--- src/sv/iba_pkg.sv ---
// Shared types and codes for the bitmap identifier allocator.
package iba_pkg;

  localparam logic KIND_ALLOCATE = 1'b0;
  localparam logic KIND_RELEASE  = 1'b1;

  localparam logic [1:0] STATUS_OK      = 2'd0;
  localparam logic [1:0] STATUS_FULL    = 2'd1;
  localparam logic [1:0] STATUS_INVALID = 2'd2;

  typedef struct packed {
    logic       kind;
    logic [9:0] release_id;
  } req_t;

  typedef struct packed {
    logic [9:0] granted_id;
    logic [1:0] status;
  } rsp_t;

  typedef enum logic [2:0] {
    RES_NONE,
    RES_GRANT,
    RES_FULL,
    RES_INVALID,
    RES_FREED
  } res_t;

  typedef struct packed {
    logic load;
    logic rd;
    logic wr;
    res_t res;
  } cmd_t;

  typedef struct packed {
    logic release_req;
    logic bad;
    logic hit;
    logic last;
    logic out_free;
  } sts_t;

endpackage

--- src/sv/iba_datapath.sv ---
// Bitmap word memory, scan address, first-free encoder and result register.
module iba_datapath #(
  parameter int MIN_ID = 100,
  parameter int MAX_ID = 1000
) (
  input  logic          clk,
  input  logic          rst,
  input  iba_pkg::req_t req,
  input  iba_pkg::cmd_t cmd,
  output iba_pkg::sts_t sts,
  output logic          rsp_valid,
  input  logic          rsp_ready,
  output iba_pkg::rsp_t rsp
);

  localparam int ID_COUNT  = MAX_ID - MIN_ID + 1;
  localparam int WORDS     = (ID_COUNT + 31) / 32;
  localparam int AW        = (WORDS > 1) ? $clog2(WORDS) : 1;
  localparam int CW        = $clog2(WORDS + 1);
  localparam int LAST_BITS = ID_COUNT - 32 * (WORDS - 1);
  localparam logic [AW-1:0] LAST_ADDR = AW'(WORDS - 1);

  logic [31:0]   mem [0:WORDS-1];
  logic [31:0]   rd_data;
  logic          fresh;
  logic [AW-1:0] scan_addr;
  logic [AW-1:0] data_addr;
  logic [CW-1:0] hwm;
  logic          kind;
  logic          rel_bad;
  logic [4:0]    rel_bit;

  logic [31:0] rid_wide;
  logic [31:0] offset;
  logic [31:0] base;
  logic [31:0] pad;
  logic [31:0] used_eff;
  logic [31:0] new_word;
  logic [4:0]  fpos;
  logic        wr_en;
  logic [31:0] gid_sum;

  assign rid_wide = 32'(req.release_id);
  assign offset   = rid_wide - 32'(MIN_ID);
  assign base     = fresh ? '0 : rd_data;

  always_comb begin
    for (int i = 0; i < 32; i++) begin
      pad[i] = (data_addr == LAST_ADDR) && (i >= LAST_BITS);
    end
  end

  assign used_eff = base | pad;

  always_comb begin
    fpos = '0;
    for (int i = 31; i >= 0; i--) begin
      if (!used_eff[i]) begin
        fpos = 5'(i);
      end
    end
  end

  assign new_word = (kind == iba_pkg::KIND_ALLOCATE) ? (base | (32'd1 << fpos))
                                                     : (base & ~(32'd1 << rel_bit));
  assign wr_en    = cmd.wr && !((kind == iba_pkg::KIND_RELEASE) && fresh);
  assign gid_sum  = 32'(MIN_ID) + {(32 - AW - 5)'(0), data_addr, 5'b0} + 32'(fpos);

  // memory port
  always_ff @(posedge clk) begin
    if (cmd.rd && (scan_addr <= LAST_ADDR)) begin
      rd_data <= mem[scan_addr];
    end
    if (wr_en) begin
      mem[data_addr] <= new_word;
    end
  end

  // item and scan registers
  always_ff @(posedge clk) begin
    if (cmd.load) begin
      kind      <= req.kind;
      rel_bad   <= (rid_wide < 32'(MIN_ID)) || (rid_wide > 32'(MAX_ID));
      rel_bit   <= offset[4:0];
      scan_addr <= (req.kind == iba_pkg::KIND_RELEASE) ? offset[AW+4:5] : '0;
    end else if (cmd.rd) begin
      scan_addr <= scan_addr + 1'b1;
    end
    if (cmd.rd) begin
      data_addr <= scan_addr;
      fresh     <= CW'(scan_addr) >= hwm;
    end
  end

  // words at or above hwm have never been written and read as all free
  always_ff @(posedge clk) begin
    if (rst) begin
      hwm <= '0;
    end else if (cmd.wr && (kind == iba_pkg::KIND_ALLOCATE) && fresh) begin
      hwm <= CW'(data_addr) + 1'b1;
    end
  end

  always_ff @(posedge clk) begin
    if (rst) begin
      rsp_valid <= 1'b0;
    end else if (cmd.res != iba_pkg::RES_NONE) begin
      rsp_valid <= 1'b1;
    end else if (rsp_ready) begin
      rsp_valid <= 1'b0;
    end
  end

  always_ff @(posedge clk) begin
    case (cmd.res)
      iba_pkg::RES_GRANT: begin
        rsp.granted_id <= gid_sum[9:0];
        rsp.status     <= iba_pkg::STATUS_OK;
      end
      iba_pkg::RES_FULL: begin
        rsp.granted_id <= '0;
        rsp.status     <= iba_pkg::STATUS_FULL;
      end
      iba_pkg::RES_INVALID: begin
        rsp.granted_id <= '0;
        rsp.status     <= iba_pkg::STATUS_INVALID;
      end
      iba_pkg::RES_FREED: begin
        rsp.granted_id <= '0;
        rsp.status     <= iba_pkg::STATUS_OK;
      end
      default: begin
      end
    endcase
  end

  assign sts.release_req = (kind == iba_pkg::KIND_RELEASE);
  assign sts.bad         = rel_bad;
  assign sts.hit         = ~&used_eff;
  assign sts.last        = (data_addr == LAST_ADDR);
  assign sts.out_free    = !rsp_valid || rsp_ready;

endmodule

--- src/sv/iba_ctrl.sv ---
// Sequencer for allocate scans and releases.
module iba_ctrl (
  input  logic          clk,
  input  logic          rst,
  input  logic          req_valid,
  output logic          req_ready,
  input  iba_pkg::sts_t sts,
  output iba_pkg::cmd_t cmd
);

  typedef enum logic [7:0] {
    S_IDLE       = 8'b0000_0001,
    S_ISSUE      = 8'b0000_0010,
    S_SCAN       = 8'b0000_0100,
    S_REL        = 8'b0000_1000,
    S_POST_GRANT = 8'b0001_0000,
    S_POST_FULL  = 8'b0010_0000,
    S_POST_INV   = 8'b0100_0000,
    S_POST_FREED = 8'b1000_0000
  } state_t;

  state_t state;
  state_t state_next;

  assign req_ready = (state == S_IDLE);

  always_comb begin
    state_next = state;
    cmd.load   = 1'b0;
    cmd.rd     = 1'b0;
    cmd.wr     = 1'b0;
    cmd.res    = iba_pkg::RES_NONE;
    case (state)
      S_IDLE: begin
        if (req_valid) begin
          cmd.load   = 1'b1;
          state_next = S_ISSUE;
        end
      end
      S_ISSUE: begin
        if (sts.release_req && sts.bad) begin
          state_next = S_POST_INV;
        end else begin
          cmd.rd     = 1'b1;
          state_next = sts.release_req ? S_REL : S_SCAN;
        end
      end
      S_SCAN: begin
        if (sts.hit) begin
          cmd.wr     = 1'b1;
          state_next = S_POST_GRANT;
        end else if (sts.last) begin
          state_next = S_POST_FULL;
        end else begin
          cmd.rd = 1'b1;
        end
      end
      S_REL: begin
        cmd.wr     = 1'b1;
        state_next = S_POST_FREED;
      end
      S_POST_GRANT: begin
        if (sts.out_free) begin
          cmd.res    = iba_pkg::RES_GRANT;
          state_next = S_IDLE;
        end
      end
      S_POST_FULL: begin
        if (sts.out_free) begin
          cmd.res    = iba_pkg::RES_FULL;
          state_next = S_IDLE;
        end
      end
      S_POST_INV: begin
        if (sts.out_free) begin
          cmd.res    = iba_pkg::RES_INVALID;
          state_next = S_IDLE;
        end
      end
      S_POST_FREED: begin
        if (sts.out_free) begin
          cmd.res    = iba_pkg::RES_FREED;
          state_next = S_IDLE;
        end
      end
      default: begin
        state_next = S_IDLE;
      end
    endcase
  end

  always_ff @(posedge clk) begin
    if (rst) begin
      state <= S_IDLE;
    end else begin
      state <= state_next;
    end
  end

endmodule

--- src/sv/id_bitmap_allocator.sv ---
// Top level of the bitmap identifier allocator: lowest-free allocate and release.
// Allocate: map words are read one per cycle through the single read port of the map
//   memory, from word 0 up to the first 32-bit word with a free bit (29 words for 901 ids),
//   whose lowest free bit is set; a full map ends after the last word. Release: read,
//   modify, write of one map word; an out-of-range release skips both and reports invalid.
// One item at a time; the next beat is taken in the cycle after the result is registered.
// Reset: controller idle, no result pending, map empty through a fill mark, no clearing pass.
module id_bitmap_allocator #(
  parameter int MIN_ID = 100,
  parameter int MAX_ID = 1000
) (
  input  logic          clk,
  input  logic          rst,
  input  logic          req_valid,
  output logic          req_ready,
  input  iba_pkg::req_t req,
  output logic          rsp_valid,
  input  logic          rsp_ready,
  output iba_pkg::rsp_t rsp
);

  iba_pkg::cmd_t cmd;
  iba_pkg::sts_t sts;

  iba_ctrl u_ctrl (
    .clk       (clk),
    .rst       (rst),
    .req_valid (req_valid),
    .req_ready (req_ready),
    .sts       (sts),
    .cmd       (cmd)
  );

  iba_datapath #(
    .MIN_ID (MIN_ID),
    .MAX_ID (MAX_ID)
  ) u_datapath (
    .clk       (clk),
    .rst       (rst),
    .req       (req),
    .cmd       (cmd),
    .sts       (sts),
    .rsp_valid (rsp_valid),
    .rsp_ready (rsp_ready),
    .rsp       (rsp)
  );

endmodule
--- config.mk ---
export PLATFORM = sky130hd
export DESIGN_NAME = id_bitmap_allocator
export DESIGN_NICKNAME = d
export VERILOG_FILES = /design/src/sv/iba_pkg.sv /design/src/sv/iba_datapath.sv /design/src/sv/iba_ctrl.sv /design/src/sv/id_bitmap_allocator.sv
export SDC_FILE = /design/constraint.sdc
export NUM_CORES = 1
export LEC_CHECK = 0
export CELL_PAD_IN_SITES_DETAIL_PLACEMENT = 0
export CELL_PAD_IN_SITES_GLOBAL_PLACEMENT = 2
export CORE_MARGIN = 5
export CORE_UTILIZATION = 36
export CTS_CLUSTER_DIAMETER = 200
export DETAILED_ROUTE_END_ITERATION = 10
export DONT_BUFFER_PORTS = 1
export PLACE_DENSITY = 0.63
export SETUP_SLACK_MARGIN = 0.5
export SLEW_MARGIN = 30
export SYNTH_ARGS = -nofsm -noshare
export SYNTH_HDL_FRONTEND = slang
export SYNTH_SLANG_ARGS = --single-unit
--- constraint.sdc ---
create_clock -name clk -period 5.4 [get_ports clk]
set_input_delay 0 -clock clk [delete_from_list [all_inputs] [get_ports clk]]
set_output_delay 0 -clock clk [all_outputs]
set_load 0.03 [all_outputs]
After elaboration in Yosys (flattened, before gate mapping)
Memories as Yosys holds them, arrays and structs flattened. A register that Yosys moved wholly into a read port is not among the register bits.
Cells that the tools add are included.
{"block": "totals", "ff_bits": 44, "mem_bits_rw": 928, "output_inout_bits": 14, "elab_cells": 123, "n_memories": 1}
{"block": "op_classes", "addsub": 5, "magnitude_cmp": 4, "n_eq_ne": 16, "shift": 2, "mux": 62, "bitwise_logic": 5, "n_reduce_logical": 17}
{"name": "u_datapath.mem", "words": 29, "word_bits": 32, "rd": 1, "rd_ports_with_merged_regs": 1, "wr": 1, "line": "iba_datapath.sv:23", "source": "logic [31:0] mem [0:WORDS-1];"}
{"operator": "2-to-1 mux 5 bit", "count": 35}
{"operator": "2-to-1 mux 32 bit", "count": 2}
{"operator": "bitwise OR 32 bit", "count": 2}
{"operator": "<< shifter 1 x 5 -> 32 bit (first input constant)", "count": 2}
{"operator": "one-hot mux 12 bit (4 select lines)", "count": 1}
{"operator": "2-to-1 mux 8 bit", "count": 5}
{"operator": "one-hot mux 8 bit (5 select lines)", "count": 1}
{"operator": "bitwise AND 32 bit", "count": 1}
{"operator": "inverter 32 bit", "count": 1}
{"operator": "AND reduction 32 bit", "count": 1}
{"operator": "one-hot mux 3 bit (4 select lines)", "count": 1}
{"operator": "2-to-1 mux 1 bit", "count": 11}
{"operator": "adder 10 x 5 -> 10 bit", "count": 1}
{"operator": "adder 5 x 1 -> 5 bit (second input constant)", "count": 2}
{"operator": "adder 7 x 10 -> 10 bit (first input constant)", "count": 1}
{"operator": "> comparator 10 bit (second input constant)", "count": 1}
{"operator": "less-than comparator 10 x 7 -> 1 bit (second input constant)", "count": 1}
{"operator": "subtractor 10 x 7 -> 10 bit (second input constant)", "count": 1}
{"operator": "== test 8 x 1 -> 1 bit (second input constant)", "count": 1}
{"operator": "== test 8 x 2 -> 1 bit (second input constant)", "count": 1}
{"operator": "== test 8 x 3 -> 1 bit (second input constant)", "count": 1}
{"operator": "== test 8 x 4 -> 1 bit (second input constant)", "count": 1}
{"operator": "== test 8 x 5 -> 1 bit (second input constant)", "count": 1}
{"operator": "== test 8 x 6 -> 1 bit (second input constant)", "count": 1}
{"operator": "24 further kinds", "count": 35}

Depth between registers and ports, before layout
{"block": "depth", "depth_word": 37, "depth_mapped": 12, "ltp_nobuf": 11}

By module
From an unflattened synthesis, not the netlist that was laid out.
{"block": "hier_totals", "hier_cells": 1847, "hier_area_um2": 40014.6}
{"module": "iba_datapath", "instances": 1, "cells_each": 1773, "area_per_inst_um2": 39402.8, "seq_area_each_um2": 29848.6}
{"module": "iba_ctrl", "instances": 1, "cells_each": 74, "area_per_inst_um2": 611.8, "seq_area_each_um2": 160.2}

Worst setup path after synthesis
Ideal clock, no wire load.
{"block": "synth_path", "path_kind": "reg2reg", "startpoint": "register u_datapath.data_addr[0]", "endpoint": "memory u_datapath.mem[12][0] (enable)", "arrival_time_ns": 3.917, "required_ns": 4.939, "slack_ns": 1.023, "path_stages_with_launch": 8, "n_path_buf": 1, "path_cell_list": "edfxtp_1 > inv_1 > ha_1 > and4_4 > buf_6 > o31ai_1 > nand3_1 > nor3_1"}
{"block": "synth_between", "elab_chain_cells": 8}
{"element": "start: declaration", "line": "iba_datapath.sv:27", "source": "logic [AW-1:0] data_addr;"}
{"element": "start signal: assignment", "line": "iba_datapath.sv:90", "source": "data_addr <= scan_addr;"}
{"element": "== test 5 bit"}
{"element": "bitwise OR 32 bit", "line": "iba_datapath.sv:53", "source": "assign used_eff = base | pad;"}
{"element": "AND reduction 32 bit", "line": "iba_datapath.sv:139", "source": "assign sts.hit = ~&used_eff;"}
{"element": "2-to-1 mux 1 bit", "line": "iba_ctrl.sv:49", "source": "if (sts.hit) begin"}
{"element": "one-hot mux 1 bit (2 select lines)", "line": "iba_ctrl.sv:33", "source": "case (state)"}
{"element": "logical AND 1 bit", "line": "iba_datapath.sv:66", "source": "assign wr_en = cmd.wr && !((kind == iba_pkg::KIND_RELEASE) && fresh);"}
{"element": "2-to-1 mux 1 bit", "line": "iba_datapath.sv:74", "source": "if (wr_en) begin"}
{"element": "2-to-1 mux 1 bit (not written as such)", "line": "iba_datapath.sv:75", "source": "mem[data_addr] <= new_word;"}
{"element": "end: declaration", "line": "iba_datapath.sv:23"}
Parallel ways exist; a longest one is shown, timed or not.

Final worst setup path
{"block": "layout_path", "startpoint": "register u_datapath.fresh", "endpoint": "memory u_datapath.mem[16][19] (data pin)"}
{"block": "layout_between", "elab_chain_cells": 37}
{"element": "start: declaration", "line": "iba_datapath.sv:25", "source": "logic fresh;"}
{"element": "start signal: assignment", "line": "iba_datapath.sv:91", "source": "fresh <= CW'(scan_addr) >= hwm;"}
{"element": "2-to-1 mux 32 bit (*)", "line": "iba_datapath.sv:45", "source": "assign base = fresh ? '0 : rd_data;"}
{"element": "bitwise OR 32 bit", "line": "iba_datapath.sv:53"}
{"element": "2-to-1 mux 5 bit (32 in series)", "line": "iba_datapath.sv:58", "source": "if (!used_eff[i]) begin"}
{"element": "<< shifter 1 x 5 -> 32 bit", "line": "iba_datapath.sv:64", "source": "assign new_word = (kind == iba_pkg::KIND_ALLOCATE) ? (base | (32'd1 << fpos))"}
{"element": "bitwise OR 32 bit", "line": "iba_datapath.sv:64"}
{"element": "2-to-1 mux 32 bit (*)", "line": "iba_datapath.sv:64"}
{"element": "named net u_datapath.new_word[19]", "line": "iba_datapath.sv:38", "source": "logic [31:0] new_word;"}
The timed path passes the listed nets; every way through them passes the cells marked *.

==> run metrics <==
# clock sinks 1004; CTS Buffer Depth 3; Power Dens Cells 375.3 nW/um^2; register area share after synthesis 0.7545; Placer Congestion 0.8748; CP Class register to register; Final TNS setup 0 ns; total gr overflow 0; hold path depth 1; root buffer cell clkbuf_16; Critical Path, Cell by Cell nor2b_1 -> o211ai_1 -> a41oi_1 -> o41ai_1 -> nand3b_1 -> o21ai_1 -> buf_4; design area 45910 sq um; most common cell after layout, fill and taps aside edfxtp_1; Total Wirelength 96.08 mm; clk slew on worst S/H paths 0.06 ns; total vias in the final route 19206; initial antenna violation count 2; commonest cells after routing, fill and taps aside 990 x edfxtp_1, 288 x mux4_2, 105 x clkbuf_16; Worst Tran Pin Value 0.9541 ns; Post-DP Area 42380 sq um; Register Area 30010 sq um; global-route wire length before repair 139.6 mm; Distinct cells, synth 60; WL/cell 27.05 um; Yosys top cell area share 0.7475; DRT iter0 DRCs 1742; HP Class primary input to register; Setup violations, final 0; Placement Setup Slack 1.499 ns; Primary FF master, synth edfxtp_1; die height 342.4 um; H-tree depth 3; worst-skew pair later-pin latency 0.70 ns; initial cell density of the core 0.3609; PortBufs 0; # rows 122; crit path time final 4.063 ns; Yosys reg bits 1004; Leak 14.17 nW; post-synthesis cell area 39770 sq um; footprint of the multi-input gates 9687 sq um; CP startpoint kind register; Max IR drop VDD 0.0002533 V; Mapped Cells 1843; fin worst setup slack 1.337 ns; hpwl dp 58.66 mm; Ports 29; Area contributors post-synth edfxtp_1 75%, mux4_2 16%, mux2_2 0.91%, dfxtp_1 0.70%, nor2_1 0.63%; fmax 246.1 MHz; Critical Path AT 4.48 ns; most area-hungry cell type in the Yosys netlist edfxtp_1; Worst path max stage delay 0.97 ns; Post-Syn Nets 1873; Initial DRT Pass Iterations 8; gr usage total 0.1635; crit end category register; DRC viols 0; number of setup buffers added after CTS 0; max_slew headroom 0.3639; Nets 2002; Final period util 0.7524; fillcell total 9681; critical path peak fanout 29; Post-DRT Antenna Nets 0; status complete, no violations; CTS Buf Count 104; Final Max Slew Viols 0; largest net degree at the start of global routing 73; # Max-Cap Violations 0; total power 17.23 mW; critical path's slowest cell edfxtp_1; CTS tree built; Area Overhead vs Synth 15.42%; die footprint 117200 sq um; core area 110200 sq um; vias in the first global route 19606; synthesized area per cell 21.58 sq um; fraction of layout cells with a size suffix above 1 0.2961; EDFF count, synth 990; die width 342.4 um; yosys warns 0; Worst EP required 5.82 ns; Via density 5.407; fin util 0.4165; RSZ-0062 raised after global routing false; Fin Clk Skew 0.07530 ns; reg2reg path depth 7; Fin. Hold Viols 0; Async S/R FF share, synth 0
state kept, by name (all words and copies together) (netlist names):
name,count
u_datapath.mem,928
u_datapath.rd_data,32
u_datapath.rsp,12
u_ctrl.state,8
u_datapath.data_addr,5
u_datapath.hwm,5
u_datapath.rel_bit,5
u_datapath.scan_addr,5
u_datapath.fresh,1
u_datapath.kind,1
u_datapath.rel_bad,1
u_datapath.rsp_valid,1
metrics by stage:
stage | std cells | hold slack [ns]
final | 3552 | 0.04346
after global routing | 3548 | 0.02451
after CTS | 3546 | 0.005013
after detailed placement | 3332 | 0.07533
after global placement | 3332 | 0.07427
after floorplan | 1843 | 0.07161
kinds of logic (layout without fill, tap and decap cells):
group / count (synthesis) / after routing / synth area share
multiplexers: 321 / 321 / 0.1724
other: 0 / 4 / 0
adder cells (fa/ha/maj): 15 / 15 / 0.004719
buffers and inverters: 109 / 326 / 0.01082
XOR/XNOR: 16 / 16 / 0.003524
AO/OA/AOI/OAI: 121 / 121 / 0.01960
flip-flops: 1004 / 1004 / 0.7545
AND/OR/NAND/NOR: 257 / 257 / 0.03442
synth_stat cells, types with 4 or more instances:
cell,count
a211o_1,4
a211oi_1,5
mux2_2,32
or3_1,6
ha_1,15
nand2b_1,17
buf_2,5
nor4_1,11
nand2_1,44
a31oi_1,5
inv_1,26
o32ai_1,4
dfxtp_1,14
clkbuf_1,51
buf_1,25
nand4_1,7
a21o_1,4
o31ai_1,8
o21ai_0,44
nand3b_1,7
xor2_1,7
edfxtp_1,990
nor3b_1,5
nand3_1,21
a21oi_1,17
nor2b_1,31
nor3_1,15
xnor2_1,9
nor2_1,67
mux4_2,288
what timing repair did:
action | 4_1_cts | 5_1_grt
hold buffers | 20 | 0
hold endpoints to repair | 40 | 0
gates resized for setup | 0 | 0
area by class of cell:
type	count	share of cell area
Multi-Input combinational cell	730	0.2110
Antenna cell	4	0.0002180
Clock buffer	139	0.06089
Tap cell	1488	0.04056
Inverter	26	0.002126
Clock inverter	55	0.01071
Timing Repair Buffer	106	0.02077
Sequential cell	1004	0.6537
critical path, delay by kind of cell (launching register included):
| kind | cells | cell delay (ns) |
|---|---|---|
| AOI/OAI and AO/OA | 4 | 1.56 |
| and+or+nand+nor | 2 | 0.89 |
| DFF | 1 | 0.97 |
| buffers and inverters | 1 | 0.41 |
report_power, final:
| group | internal, mW | switching, mW | total (mW) |
|---|---|---|---|
| registers | 8.56 | 0.0485 | 8.61 |
| clock network | 3.89 | 2.95 | 6.83 |
| logic | 0.833 | 0.954 | 1.79 |
| total | 13.3 | 3.95 | 17.2 |
metal layers:
layer	vias to the layer above	share of wire	wire length [um]	GRT usage
met1	10348	0.45	43680	0.2440
met5	-	0	0	0
met4	0	0.019	1840	0.03513
li1	8050	-	-	-
met2	678	0.46	43870	0.2487
met3	130	0.070	6692	0.03587
path summary, 6_finish.rpt:
kind,from,slack [ns],endpoint
min reg2reg,u_datapath.hwm[2],0.50,u_datapath.hwm[2]
max,u_datapath.fresh,1.34,u_datapath.mem[16][19]
min,req[1],0.04,u_datapath.rel_bit[1]
max reg2reg,u_datapath.fresh,1.34,u_datapath.mem[16][19]
No activity file was read; power rests on OpenSTA's default activity.
